`src/rtl/core/lrd_pkg.sv`:
```
// Shared types, codes and the bytewise CRC-32C update for the log record deframer.
// No dependencies.
`timescale 1ns / 1ps
`default_nettype none

package lrd_pkg;

    localparam int unsigned HDR_BYTES       = 8;
    localparam logic [31:0] DEFAULT_MAX_LEN = 32'd67108864;   // 64 MiB
    localparam logic [31:0] CRC_POLY        = 32'h82F63B78;   // reflected CRC-32C
    localparam logic [31:0] CRC_INIT        = 32'hFFFFFFFF;
    localparam logic [31:0] MASK_DELTA      = 32'hA282EAD8;

    // parser phase
    typedef enum logic [1:0] {
        PH_HEADER  = 2'd0,
        PH_PAYLOAD = 2'd1,
        PH_ENDED   = 2'd2
    } t_phase;

    // record status codes
    localparam logic [2:0] ST_BUSY      = 3'd0;
    localparam logic [2:0] ST_GOOD      = 3'd1;
    localparam logic [2:0] ST_TOO_LONG  = 3'd2;
    localparam logic [2:0] ST_BAD_CRC   = 3'd3;
    localparam logic [2:0] ST_CLEAN_END = 3'd4;
    localparam logic [2:0] ST_TRUNCATED = 3'd5;

    // config register indexes
    localparam logic REG_MAX_LEN = 1'b0;

    // one byte through the reflected CRC-32C register (no inversion)
    function automatic logic [31:0] crc32c_byte(input logic [31:0] crc, input logic [7:0] b);
        logic [31:0] c;
        c = crc ^ {24'd0, b};
        for (int k = 0; k < 8; k++) begin
            c = c[0] ? ((c >> 1) ^ CRC_POLY) : (c >> 1);
        end
        return c;
    endfunction

    // masked CRC as stored in the header: inverted, rotated right 15, plus delta
    function automatic logic [31:0] crc_mask(input logic [31:0] crc);
        logic [31:0] c;
        c = ~crc;
        return {c[14:0], c[31:15]} + MASK_DELTA;
    endfunction

endpackage

`default_nettype wire

```
`src/rtl/core/log_record_deframer.sv`:
```
// Log record deframer top level: header parse, CRC-32C check, payload pass-through.
// Depends on lrd_pkg.
`timescale 1ns / 1ps
`default_nettype none
// Result words are registered: a result word appears on the master side in the cycle after its input word is taken.
// Throughput: one input word per cycle; the only stall is a full output register whose
// word is not being taken (s_axis_tready = !r_out_valid | m_axis_tready).
// Reset (i_rst_n low, synchronous): parser back to header phase with count zero, CRC to
// all ones, output register empty, max_record_length back to 64 MiB.
module log_record_deframer (
    input  wire  logic        i_clk,
    input  wire  logic        i_rst_n,
    // input stream
    input  wire  logic        s_axis_tvalid,
    output       logic        s_axis_tready,
    input  wire  logic [7:0]  s_axis_tdata,   // [7:0] data_byte
    input  wire  logic        s_axis_tuser,   // [0] end_of_log
    // result stream
    output       logic        m_axis_tvalid,
    input  wire  logic        m_axis_tready,
    output       logic [7:0]  m_axis_tdata,   // [7:0] payload_byte
    output       logic [3:0]  m_axis_tuser,   // [0] byte_valid, [3:1] record_status
    output       logic        m_axis_tlast,   // record_last
    // configuration
    input  wire  logic        psel,
    input  wire  logic        penable,
    input  wire  logic        pwrite,
    input  wire  logic [2:0]  paddr,
    input  wire  logic [31:0] pwdata,
    output       logic [31:0] prdata,
    output       logic        pready
);
    import lrd_pkg::*;

    // ---------------------------------------------------------------
    // Configuration register
    // ---------------------------------------------------------------
    logic [31:0] r_max_len;
    logic        cfg_wr;
    logic        reg_idx;

    assign pready  = 1'b1;
    assign reg_idx = paddr[2];
    assign cfg_wr  = psel & penable & pwrite & pready;

    always_ff @(posedge i_clk) begin
        if (!i_rst_n) begin
            r_max_len <= DEFAULT_MAX_LEN;
        end else if (cfg_wr && reg_idx == REG_MAX_LEN) begin
            r_max_len <= pwdata;
        end
    end

    assign prdata = (reg_idx == REG_MAX_LEN) ? r_max_len : 32'd0;

    // ---------------------------------------------------------------
    // Parser state
    // ---------------------------------------------------------------
    t_phase      r_phase,    n_phase;
    logic [2:0]  r_hdr_cnt,  n_hdr_cnt;
    logic [31:0] r_stored,   n_stored;   // masked CRC from header
    logic [31:0] r_len,      n_len;      // length from header
    logic [31:0] r_left,     n_left;     // payload bytes still due
    logic [31:0] r_crc,      n_crc;      // running CRC, not inverted

    // output register
    logic        r_out_valid;
    logic [7:0]  r_out_byte;
    logic        r_out_bvalid;
    logic [2:0]  r_out_status;
    logic        r_out_last;

    logic        in_acc;
    logic        eol;
    logic [7:0]  din;

    assign s_axis_tready = !r_out_valid || m_axis_tready;
    assign in_acc        = s_axis_tvalid && s_axis_tready;
    assign din           = s_axis_tdata;
    assign eol           = s_axis_tuser;

    // ---------------------------------------------------------------
    // Shared datapath terms
    // ---------------------------------------------------------------
    logic [31:0] crc_upd;     // CRC after this byte
    logic [31:0] len_full;    // length once the last header byte lands
    logic        len_over;
    logic        len_zero;
    logic        crc_ok;
    logic        hdr_last;
    logic        pay_last;

    assign crc_upd  = crc32c_byte(r_crc, din);
    assign len_full = {din, r_len[23:0]};
    assign len_over = len_full > r_max_len;
    assign len_zero = len_full == 32'd0;
    // on a zero-length record the CRC covers just the length bytes, so
    // crc_upd is the right value in both header and payload cases
    assign crc_ok   = crc_mask(crc_upd) == r_stored;
    assign hdr_last = r_hdr_cnt == 3'(HDR_BYTES - 1);
    assign pay_last = r_left == 32'd1;

    // ---------------------------------------------------------------
    // Next state
    // ---------------------------------------------------------------
    always_comb begin
        n_phase   = r_phase;
        n_hdr_cnt = r_hdr_cnt;
        n_stored  = r_stored;
        n_len     = r_len;
        n_left    = r_left;
        n_crc     = r_crc;
        unique case (r_phase)
            PH_HEADER: begin
                if (eol) begin
                    n_phase = PH_ENDED;
                end else begin
                    if (!r_hdr_cnt[2]) begin
                        // checksum bytes, little endian
                        case (r_hdr_cnt[1:0])
                            2'd0:    n_stored[7:0]   = din;
                            2'd1:    n_stored[15:8]  = din;
                            2'd2:    n_stored[23:16] = din;
                            default: n_stored[31:24] = din;
                        endcase
                    end else begin
                        case (r_hdr_cnt[1:0])
                            2'd0:    n_len[7:0]   = din;
                            2'd1:    n_len[15:8]  = din;
                            2'd2:    n_len[23:16] = din;
                            default: n_len[31:24] = din;
                        endcase
                        n_crc = crc_upd;
                    end
                    if (!hdr_last) begin
                        n_hdr_cnt = r_hdr_cnt + 3'd1;
                    end else begin
                        n_hdr_cnt = 3'd0;
                        if (len_over || len_zero) begin
                            // reported now; next byte starts a new header
                            n_crc = CRC_INIT;
                        end else begin
                            n_left  = len_full;
                            n_phase = PH_PAYLOAD;
                        end
                    end
                end
            end
            PH_PAYLOAD: begin
                if (eol) begin
                    n_phase = PH_ENDED;
                end else begin
                    n_crc  = crc_upd;
                    n_left = r_left - 32'd1;
                    if (pay_last) begin
                        n_phase   = PH_HEADER;
                        n_hdr_cnt = 3'd0;
                        n_crc     = CRC_INIT;
                    end
                end
            end
            default: begin
                // ended: everything ignored until reset
            end
        endcase
    end

    // ---------------------------------------------------------------
    // Result for the word being taken
    // ---------------------------------------------------------------
    logic       res_valid;
    logic [7:0] res_byte;
    logic       res_bvalid;
    logic [2:0] res_status;
    logic       res_last;

    always_comb begin
        res_valid  = 1'b0;
        res_byte   = 8'd0;
        res_bvalid = 1'b0;
        res_status = ST_BUSY;
        res_last   = 1'b0;
        unique case (r_phase)
            PH_HEADER: begin
                if (eol) begin
                    res_valid  = 1'b1;
                    res_status = (r_hdr_cnt == 3'd0) ? ST_CLEAN_END : ST_TRUNCATED;
                    res_last   = 1'b1;
                end else if (hdr_last && len_over) begin
                    res_valid  = 1'b1;
                    res_status = ST_TOO_LONG;
                    res_last   = 1'b1;
                end else if (hdr_last && len_zero) begin
                    res_valid  = 1'b1;
                    res_status = crc_ok ? ST_GOOD : ST_BAD_CRC;
                    res_last   = 1'b1;
                end
            end
            PH_PAYLOAD: begin
                res_valid = 1'b1;
                if (eol) begin
                    res_status = ST_TRUNCATED;
                    res_last   = 1'b1;
                end else begin
                    res_byte   = din;
                    res_bvalid = 1'b1;
                    if (pay_last) begin
                        res_status = crc_ok ? ST_GOOD : ST_BAD_CRC;
                        res_last   = 1'b1;
                    end
                end
            end
            default: begin
                res_valid = 1'b0;
            end
        endcase
    end

    // ---------------------------------------------------------------
    // Registers
    // ---------------------------------------------------------------
    always_ff @(posedge i_clk) begin
        if (!i_rst_n) begin
            r_phase   <= PH_HEADER;
            r_hdr_cnt <= 3'd0;
            r_crc     <= CRC_INIT;
        end else if (in_acc) begin
            r_phase   <= n_phase;
            r_hdr_cnt <= n_hdr_cnt;
            r_crc     <= n_crc;
        end
    end

    // header fields and byte counter
    always_ff @(posedge i_clk) begin
        if (!i_rst_n) begin
            r_stored <= 32'd0;
            r_len    <= 32'd0;
            r_left   <= 32'd0;
        end else if (in_acc) begin
            r_stored <= n_stored;
            r_len    <= n_len;
            r_left   <= n_left;
        end
    end

    always_ff @(posedge i_clk) begin
        if (!i_rst_n) begin
            r_out_valid <= 1'b0;
        end else if (in_acc) begin
            r_out_valid <= res_valid;
        end else if (m_axis_tready) begin
            r_out_valid <= 1'b0;
        end
    end

    always_ff @(posedge i_clk) begin
        if (in_acc && res_valid) begin
            r_out_byte   <= res_byte;
            r_out_bvalid <= res_bvalid;
            r_out_status <= res_status;
            r_out_last   <= res_last;
        end
    end

    assign m_axis_tvalid = r_out_valid;
    assign m_axis_tdata  = r_out_byte;
    assign m_axis_tuser  = {r_out_status, r_out_bvalid};
    assign m_axis_tlast  = r_out_last;

endmodule

`default_nettype wire

```
`config.mk`:
```
export PLATFORM = sky130hd
export DESIGN_NAME = log_record_deframer
export DESIGN_NICKNAME = d
export VERILOG_FILES = /design/src/rtl/core/lrd_pkg.sv /design/src/rtl/core/log_record_deframer.sv
export SDC_FILE = /design/constraint.sdc
export NUM_CORES = 1
export LEC_CHECK = 0
export BUFFER_PORTS_ARGS = -buffer_cell sky130_fd_sc_hd__clkbuf_2
export CORE_ASPECT_RATIO = 0.6
export CORE_MARGIN = 5
export CORE_UTILIZATION = 45
export CTS_BUF_LIST = sky130_fd_sc_hd__clkbuf_8
export DETAILED_ROUTE_END_ITERATION = 8
export GPL_TIMING_DRIVEN = 0
export HOLD_SLACK_MARGIN = 0.05
export SYNTH_ARGS = -nofsm -noshare
export SYNTH_HDL_FRONTEND = slang
export SYNTH_SLANG_ARGS = --single-unit
```
`constraint.sdc`:
```
create_clock -name i_clk -period 10.4 [get_ports i_clk]
set_input_delay 0.52 -clock i_clk [delete_from_list [all_inputs] [get_ports i_clk]]
set_output_delay 0.52 -clock i_clk [all_outputs]
set_load 0.02 [all_outputs]
```
==> results of run 1 <==
-- tightest hold or removal path: cells and delay by family --
family | cells | cell delay [ps]
buffers and inverters | 1 | 80
and+or+nand+nor | 1 | 40
AOI/OAI and AO/OA | 1 | 60
-- per-stage QoR --
stage	util	hold WS, ps	worst slack [ps]	instances	instance area [µm²]
2_1_floorplan	-	443	6320	1276	11300
3_3_place_gp	0.497	451	4830	1692	12100
3_5_place_dp	0.498	459	4880	1693	12200
4_1_cts	0.514	240	5110	1724	12600
5_1_grt	0.514	247	4720	1724	12600
6_report	0.514	255	5020	1725	12600
-- path summary, 6_finish.rpt --
kind                      to  slack (ps)  cells after the start
min reg2reg    r_max_len[20]         470                      2
max          r_out_status[1]        5020                     14
max reg2reg  r_out_status[1]        5020                     14
min            r_max_len[10]         250                      3
-- registers in the layout, summed over array words and instances (netlist names) --
register	flops
r_crc	32
r_left	32
r_max_len	32
r_stored	32
r_len	24
m_axis_tdata	8
r_hdr_cnt	3
r_out_status	3
r_phase	2
m_axis_tlast	1
m_axis_tvalid	1
r_out_bvalid	1
-- cells in the final DEF (no fill, tap or decap), drive strengths merged, types with 14 or more instances in the layout --
cell,instances
a21boi,45
a21oi,51
a2bb2oi,29
a31oi,24
and2,18
clkbuf,172
dfxtp,158
ha,41
inv,48
mux2i,65
nand2,116
nand3,22
nand4,19
nor2,128
nor2b,68
nor3,27
nor4,15
o21ai,40
o221a,14
xnor2,78
xnor3,36
xor2,19
-- per-layer routing --
layer  vias up  share of wire
li1       4788              -
met1      4880           0.50
met2       581           0.35
met3        33           0.14
met4         0         0.0092
met5         -              0
-- cell families (layout without fill, tap and decap cells) --
family,after synthesis,in the layout,share of synthesized area
mux,69,69,0.0617
compound gates,285,285,0.180
buf+inv,112,238,0.0383
other cells,1,2,0.000333
flops,171,171,0.315
simple gates,462,462,0.202
xor+xnor,135,135,0.157
fa+ha+maj,41,41,0.0455
-- cell type report --
type	count	area [µm²]
Inverter	44	165
Buffer	68	267
Antenna cell	1	2.50
Fill cell	2390	11900
Timing Repair Buffer	95	478
Clock inverter	12	139
Tap cell	322	403
Multi-Input combinational cell	993	7300
Sequential cell	171	3550
Clock buffer	19	262
-- power groups by stage --
stage                     combinational, µW  clock (µW)  sequential, µW
after floorplan                         352           0             696
after global placement                  512           0             696
after detailed placement                512           0             696
after CTS                               515         507             681
after global routing                    565         535             683
final                                   535         501             681
==> results.json, run 1 <==
{
  "die_area_um2": 28400,
  "overflow": 0,
  "syn_area_um2": 11300,
  "cts_resized": 0,
  "portBuffers": 94,
  "r2r-start": "r_crc[1]",
  "grtUsageTotal": 0.276,
  "leakage_uw": 0.00524,
  "synth.top_cell.area_share": 0.281,
  "async_flop_share": 0,
  "grt_max_degree": 17,
  "finalSetupViolations": 0,
  "drive_above_1_share": 0.124,
  "wirelength_mm": 40.5,
  "slew_violations": 0,
  "critical_path_arrival_ps": 5610,
  "critPathBufInv": 1,
  "htree_levels": 4,
  "cts_root_buf": "clkbuf_8",
  "cts_buffers": 17,
  "ys_types": 71,
  "combPwrFrac": 0.312,
  "crit_chain": "xor2_1, xnor3_1, xnor2_1, xnor2_1, ha_1, inv_1, and2_1, or2_2, a311oi_1, nor2_1, o211ai_1, xor2_1, nor4b_1, a31oi_1",
  "cts_setup_buffers": 0,
  "worstSetupStartpointType": "flip-flop",
  "post_drt_wl_per_cell_um": 23.5,
  "period_minus_slack_ps": 5380,
  "p_sw_uw": 619,
  "period_share": 0.517,
  "tritoncts": "yes",
  "areaGrowthSynthToFinish_pct": 11.5,
  "cp_max_fo": 9,
  "yosysTopAreaCell": "dfxtp_1",
  "crit_start": "r_crc[1]",
  "layout.nets": 1482,
  "vias_per_cell": 5.96,
  "worstMarginPinSlew_ps": 1400,
  "num_io_pins": 99,
  "gr-max-usage-layer": "met1",
  "syn_area_per_cell_um2": 8.83,
  "synthFlopType": "dfxtp_1",
  "clock_latency_ps": 500,
  "cts_hold_buf": 0,
  "cts_sinks": 171,
  "slowest_stage": "xnor3_1",
  "gp_congestion": 0.985,
  "yosys-top-cells-area": "dfxtp_1 28%, xnor3_1 7.0%, mux2i_1 5.8%",
  "first_iter_violations": 1218,
  "fin_skew_ps": 20.3,
  "initial_core_util": 0.461,
  "syn_inst": 1276,
  "status": "complete, no violations",
  "path_clk_slew_ps": 110,
  "synth_common_cells": "158 x dfxtp_1, 128 x nor2_1, 116 x nand2_1, 73 x xnor2_1, 68 x nor2b_1",
  "p_seq_frac": 0.397,
  "grt_util_met3": 0.118,
  "switching_share": 0.360,
  "p_clk_frac": 0.292,
  "vias": 10300,
  "die_height_um": 133,
  "drcViolationCount": 0,
  "powerDensity_nw_per_um2": 137,
  "tns_ps": 0,
  "relSlewSlack": 0.0632,
  "synth-seq-cells": 171,
  "grt_util_met1": 0.441,
  "power_uw": 1720,
  "ir_drop_mv": 0.0945,
  "min-delay-start": "pwdata[10]",
  "finalHoldViolCount": 0,
  "grt.met2_usage": 0.338,
  "grt_pass1_wl_mm": 60.0,
  "crit_path_end_kind": "flip-flop",
  "drv_cap": 0,
  "rsz0062_at_grt": "false",
  "crit_required_ps": 10630,
  "synth-edff-count": 13,
  "rows": 44,
  "clock_path_buffers": 2,
  "first_global_vias": 9338,
  "hpwlAfterDp_mm": 31.5,
  "core_um2": 24400,
  "die_w_um": 214,
  "drt_first_pass_iters": 8,
  "yosysMostFrequentCell": "dfxtp_1",
  "ys_warn_count": 0,
  "internal_power_uw": 1100,
  "cp_slowest_stage_delay_ps": 750,
  "hp-class": "input port to flip-flop",
  "antenna_found_initial": 1,
  "ys_seq_area_frac": 0.315,
  "crit_type": "flip-flop to flip-flop",
  "crit_family": "XOR/XNOR gates",
  "fmax_ghz": 0.186,
  "antenna_left": 0,
  "synth_nets": 1368
}
No activity file was read; power rests on OpenSTA's default activity.
==> inputs of run 2 (changes only) <==
PLACE_DENSITY = 0.65   (was unset)
clock period = 4.5 ns   (was 10.4 ns; I/O delays follow)
==> results.json, run 2 (same netlist as run 1, synthesis figures left out) <==
{
  "crit_top_cell": "a211oi_1",
  "crit_path_end": "r_out_status[1]",
  "period_share": 0.980,
  "rrSetupSlack_ps": 90,
  "fin_util": 0.538,
  "placed_area_um2": 12200,
  "drcViolationCount": 0,
  "slew_violations": 0,
  "layout.nets": 1518,
  "rsz0062_at_grt": "false",
  "r2r-start": "r_crc[2]",
  "rr_worst_depth": 11,
  "die_area_um2": 28400,
  "num_io_pins": 99,
  "critical_path_arrival_ps": 4640,
  "hp-class": "input port to flip-flop",
  "path_clk_slew_ps": 100,
  "relSlewSlack": 0.343,
  "status": "complete, no violations",
  "first_global_vias": 9812,
  "tritoncts": "yes",
  "antenna_found_initial": 1,
  "portBuffers": 94,
  "critPathBufInv": 1,
  "drv_cap": 0,
  "initial_core_util": 0.461,
  "antenna_left": 0,
  "die_height_um": 133,
  "r2r_end": "r_out_status[1]",
  "crit_family": "compound AO/OA/AOI/OAI gates",
  "ir_drop_mv": 0.182,
  "layout_commonest_cell": "dfxtp_1",
  "worstMarginPinSlew_ps": 979,
  "drive_above_1_share": 0.141,
  "grt_util_met1": 0.442,
  "cts_sinks": 171,
  "vias": 10600,
  "grtUsageTotal": 0.274,
  "grt.met2_usage": 0.340,
  "post_drt_wl_per_cell_um": 22.5,
  "crit_chain": "xnor2_4, buf_4, xnor3_2, or4b_1, a211oi_1, o2111ai_1, a311oi_2, a211oi_1, a211o_1, nor4_2, a31oi_1",
  "hpwlAfterDp_mm": 30.0,
  "nFillCells": 2319,
  "crit_required_ps": 4730,
  "overflow": 0,
  "gr-max-usage-layer": "met1",
  "first_iter_violations": 1287,
  "final_cell_mix": "153 x dfxtp_1, 127 x nor2_1, 116 x nand2_1",
  "rows": 44,
  "drt_first_pass_iters": 5,
  "worstSetupStartpointType": "flip-flop",
  "wirelength_mm": 39.6,
  "path_depth": 11,
  "grt_pass1_wl_mm": 60.4,
  "hold_slack_ps": 219,
  "cp_slowest_stage_delay_ps": 580,
  "finalWorstSetupSlack_ps": 91.3,
  "vias_per_cell": 6.01,
  "die_w_um": 214,
  "slowest_stage": "xnor3_2",
  "grt_util_met3": 0.0890,
  "period_minus_slack_ps": 4410,
  "cts_buffers": 17,
  "cts_root_buf": "clkbuf_8",
  "fmax_ghz": 0.227,
  "areaGrowthSynthToFinish_pct": 16.7,
  "num_antenna_cells": 0,
  "powerDensity_nw_per_um2": 314,
  "finalHoldViolCount": 0,
  "grt_max_degree": 17,
  "finalSetupViolations": 0,
  "core_um2": 24400,
  "crit_start": "r_crc[2]",
  "crit_type": "flip-flop to flip-flop",
  "crit_path_end_kind": "flip-flop",
  "design_area_um2": 13200,
  "place_ws_ps": -689,
  "clock_latency_ps": 510,
  "clock_path_buffers": 2,
  "cp_max_fo": 8,
  "gp_congestion": 1.05,
  "leakage_uw": 0.00546,
  "htree_levels": 4,
  "fin_skew_ps": 15.2
}
## run 2: changes by cell type in the layout (fill, tap and decap cells not counted), moves of 4 or more
cell           change
dfxtp_2            +5
dlygate4sd3_1     +32
buf_4              +5
xnor2_4            +4
dfxtp_1            -5
xnor2_2            +5
xnor2_1            -9
## run 2: metrics by stage
| stage | TNS [ps] | cells | total power [µW] |
|---|---|---|---|
| after floorplan | 0 | 1276 | 2420 |
| after global placement | -3000 | 1692 | 2780 |
| after detailed placement | -2420 | 1693 | 2780 |
| after CTS | 0 | 1757 | 4040 |
| after global routing | 0 | 1759 | 4270 |
| final | 0 | 1759 | 4140 |
## run 2: final cells by class
type | instances | area, µm² | share of cell area
tap | 322 | 403 | 0.0306
clock inverter | 13 | 193 | 0.0146
timing repair buffer | 131 | 828 | 0.0630
clock buffer | 17 | 234 | 0.0178
sequential | 171 | 3560 | 0.271
multi-input combinational | 993 | 7490 | 0.569
inverter | 44 | 165 | 0.0126
buffer | 68 | 284 | 0.0216
## run 2: what timing repair did
| action | CTS | global route |
|---|---|---|
| setup endpoints to repair | 21 | 21 |
| buffers inserted | 2 | 2 |
| gates cloned | 0 | 0 |
| pin swaps | 3 | 3 |
| resized for setup | 14 | 24 |
| endpoints found under the hold margin | 32 | 0 |
| hold buffers | 32 | 0 |
## run 2: how the worst min path moves through the flow
stage	startpoint	endpoint	slack [ps]	depth (start not counted)
CTS	s_axis_tvalid	r_out_status[2]	200	3
floorplan	pwdata[26]	r_max_len[26]	360	2
finish	penable	r_max_len[9]	220	4
global route	s_axis_tvalid	r_out_status[2]	260	3
detailed placement	r_max_len[24]	r_max_len[24]	460	2
global placement	r_max_len[21]	r_max_len[21]	450	2
## run 2: routing by layer
| metal | vias to the layer above | part of all wire |
|---|---|---|
| li1 | 4844 | - |
| met1 | 5086 | 0.50 |
| met2 | 599 | 0.36 |
| met3 | 38 | 0.13 |
| met4 | 0 | 0.014 |
| met5 | - | 0 |
## run 2: power breakdown
part / leakage [µW] / total [µW] / internal (µW) / switching, µW
Clock: 0.000208 / 1250 / 606 / 644
Combinational: 0.00386 / 1310 / 502 / 810
Sequential: 0.00140 / 1570 / 1550 / 19.6
Total: 0.00546 / 4140 / 2660 / 1470
## run 2: worst reg2reg max path: cells and delay by family, from the launching register on
| family | cells | cell delay, ps |
|---|---|---|
| AO/OA/AOI/OAI | 6 | 1830 |
| XOR/XNOR | 2 | 750 |
| flip-flops | 1 | 480 |
| buffers and inverters | 1 | 260 |
| AND/OR/NAND/NOR | 2 | 810 |
==> inputs of run 3 (changes only) <==
CAP_MARGIN = 15   (was unset)
MAX_ROUTING_LAYER = met4   (was unset)
RECOVER_POWER = 25   (was unset)
==> results.json, run 3 (same netlist as run 1, synthesis figures left out) <==
{
  "status": "complete, but fails checks",
  "violations": "setup timing",
  "min-delay-start": "psel",
  "rrSetupSlack_ps": -50,
  "crit_path_end_kind": "flip-flop",
  "initial_core_util": 0.461,
  "whs_endpoint": "r_max_len[9]",
  "core_um2": 24400,
  "stdcell_count": 1758,
  "nFillCells": 2316,
  "fmax_ghz": 0.220,
  "rows": 44,
  "leakage_uw": 0.00535,
  "period_minus_slack_ps": 4550,
  "num_antenna_cells": 0,
  "overflow": 0,
  "cp_max_fo": 10,
  "die_area_um2": 28400,
  "finalSetupViolations": 1,
  "hold_slack_ps": 236,
  "grtUsageTotal": 0.288,
  "areaGrowthSynthToFinish_pct": 15.6,
  "slew_violations": 0,
  "first_iter_violations": 1368,
  "clock_path_buffers": 2,
  "cts_sinks": 171,
  "vias_per_cell": 6.00,
  "worstSetupStartpointType": "flip-flop",
  "hpwlAfterDp_mm": 31.1,
  "finalHoldViolCount": 0,
  "hp-class": "input port to flip-flop",
  "ir_drop_mv": 0.210,
  "cts_buffers": 17,
  "rr_worst_depth": 15,
  "antenna_left": 0,
  "layout.nets": 1515,
  "die_w_um": 214,
  "die_height_um": 133,
  "gp_congestion": 0.981,
  "grt_pass1_wl_mm": 61.3,
  "powerDensity_nw_per_um2": 311,
  "dp.cells": 1693,
  "crit_type": "flip-flop to flip-flop",
  "layout_commonest_cell": "dfxtp_1",
  "hold_depth": 4,
  "worstMarginPinSlew_ps": 1100,
  "cts_root_buf": "clkbuf_8",
  "num_io_pins": 99,
  "tritoncts": "yes",
  "grt_max_degree": 19,
  "relSlewSlack": 0.259,
  "htree_levels": 4,
  "critical_path_arrival_ps": 4760,
  "period_share": 1.01,
  "drv_cap": 0,
  "wirelength_mm": 40.8,
  "multiInputGateArea_um2": 7450,
  "clock_latency_ps": 500,
  "regArea_um2": 3550,
  "drive_above_1_share": 0.117,
  "vias": 10600,
  "r2r-start": "r_crc[0]",
  "fin_skew_ps": 15.6,
  "fin_util": 0.533,
  "finalWorstSetupSlack_ps": -47.9,
  "place_ws_ps": -1010,
  "crit_required_ps": 4720,
  "r2r_end": "r_out_status[1]",
  "tns_ps": -47.9,
  "drt_first_pass_iters": 6,
  "first_global_vias": 9640,
  "path_clk_slew_ps": 100,
  "rsz0062_at_grt": "true",
  "antenna_found_initial": 1,
  "drcViolationCount": 0,
  "portBuffers": 94,
  "post_drt_wl_per_cell_um": 23.2,
  "final_cell_mix": "157 x dfxtp_1, 127 x nor2_1, 116 x nand2_1"
}
[run 3: layout make-up]
cell class	count	area share
plain buffers	68	0.0212
clock buffers	17	0.0180
well taps	322	0.0309
inverters	44	0.0127
flip-flops and latches	171	0.273
multi-input cells	993	0.572
repair buffers	128	0.0595
clock inverters	15	0.0132
[run 3: what timing repair did]
item / in CTS / in global routing
pin swaps: 1 / 1
buffers inserted: 1 / 0
resized for setup: 21 / 5
hold buffers: 32 / 0
endpoints found under the setup margin: 21 / 21
hold endpoints to repair: 32 / 0
cloned: 0 / 0
[run 3: how the worst max path moves through the flow]
stage | start | endpoint | slack [ps] | cells past startpoint
floorplan | r_crc[1] | r_out_status[1] | 610 | 14
global placement | s_axis_tdata[1] | r_out_status[1] | -1020 | 15
CTS | r_crc[3] | r_out_status[1] | -6 | 16
global route | r_crc[3] | r_out_status[1] | -190 | 16
detailed placement | s_axis_tdata[1] | r_out_status[1] | -1010 | 15
finish | r_crc[0] | r_out_status[1] | -50 | 15
[run 3: per-stage QoR]
stage	total power [µW]	instance area, µm²
2_1_floorplan	2420	11300
3_3_place_gp	2810	12100
3_5_place_dp	2810	12200
4_1_cts	3990	13000
5_1_grt	4180	13000
6_report	4050	13000
[run 3: power by group]
group          switching, µW  internal, µW
logic                    821           493
registers               20.3          1550
clock network            687           469
total                   1530          2520
[run 3: routing by layer]
layer,vias up,track usage,part of all wire
met1,5019,0.453,0.50
met2,637,0.335,0.35
met5,-,-,0
met4,0,0.0486,0.011
met3,38,0.116,0.14
li1,4858,-,-
[run 3: critical path, cell delays in order (launching register included)]
cell	delay (ps)
dfxtp_1	420
xnor2_1	140
buf_4	240
xnor2_4	500
xnor2_1	200
xnor2_2	370
ha_2	300
inv_1	130
and2_1	200
or2_2	340
a311oi_4	400
nor2_1	160
o211ai_1	230
xor2_1	140
nor4b_1	310
a31oi_1	170
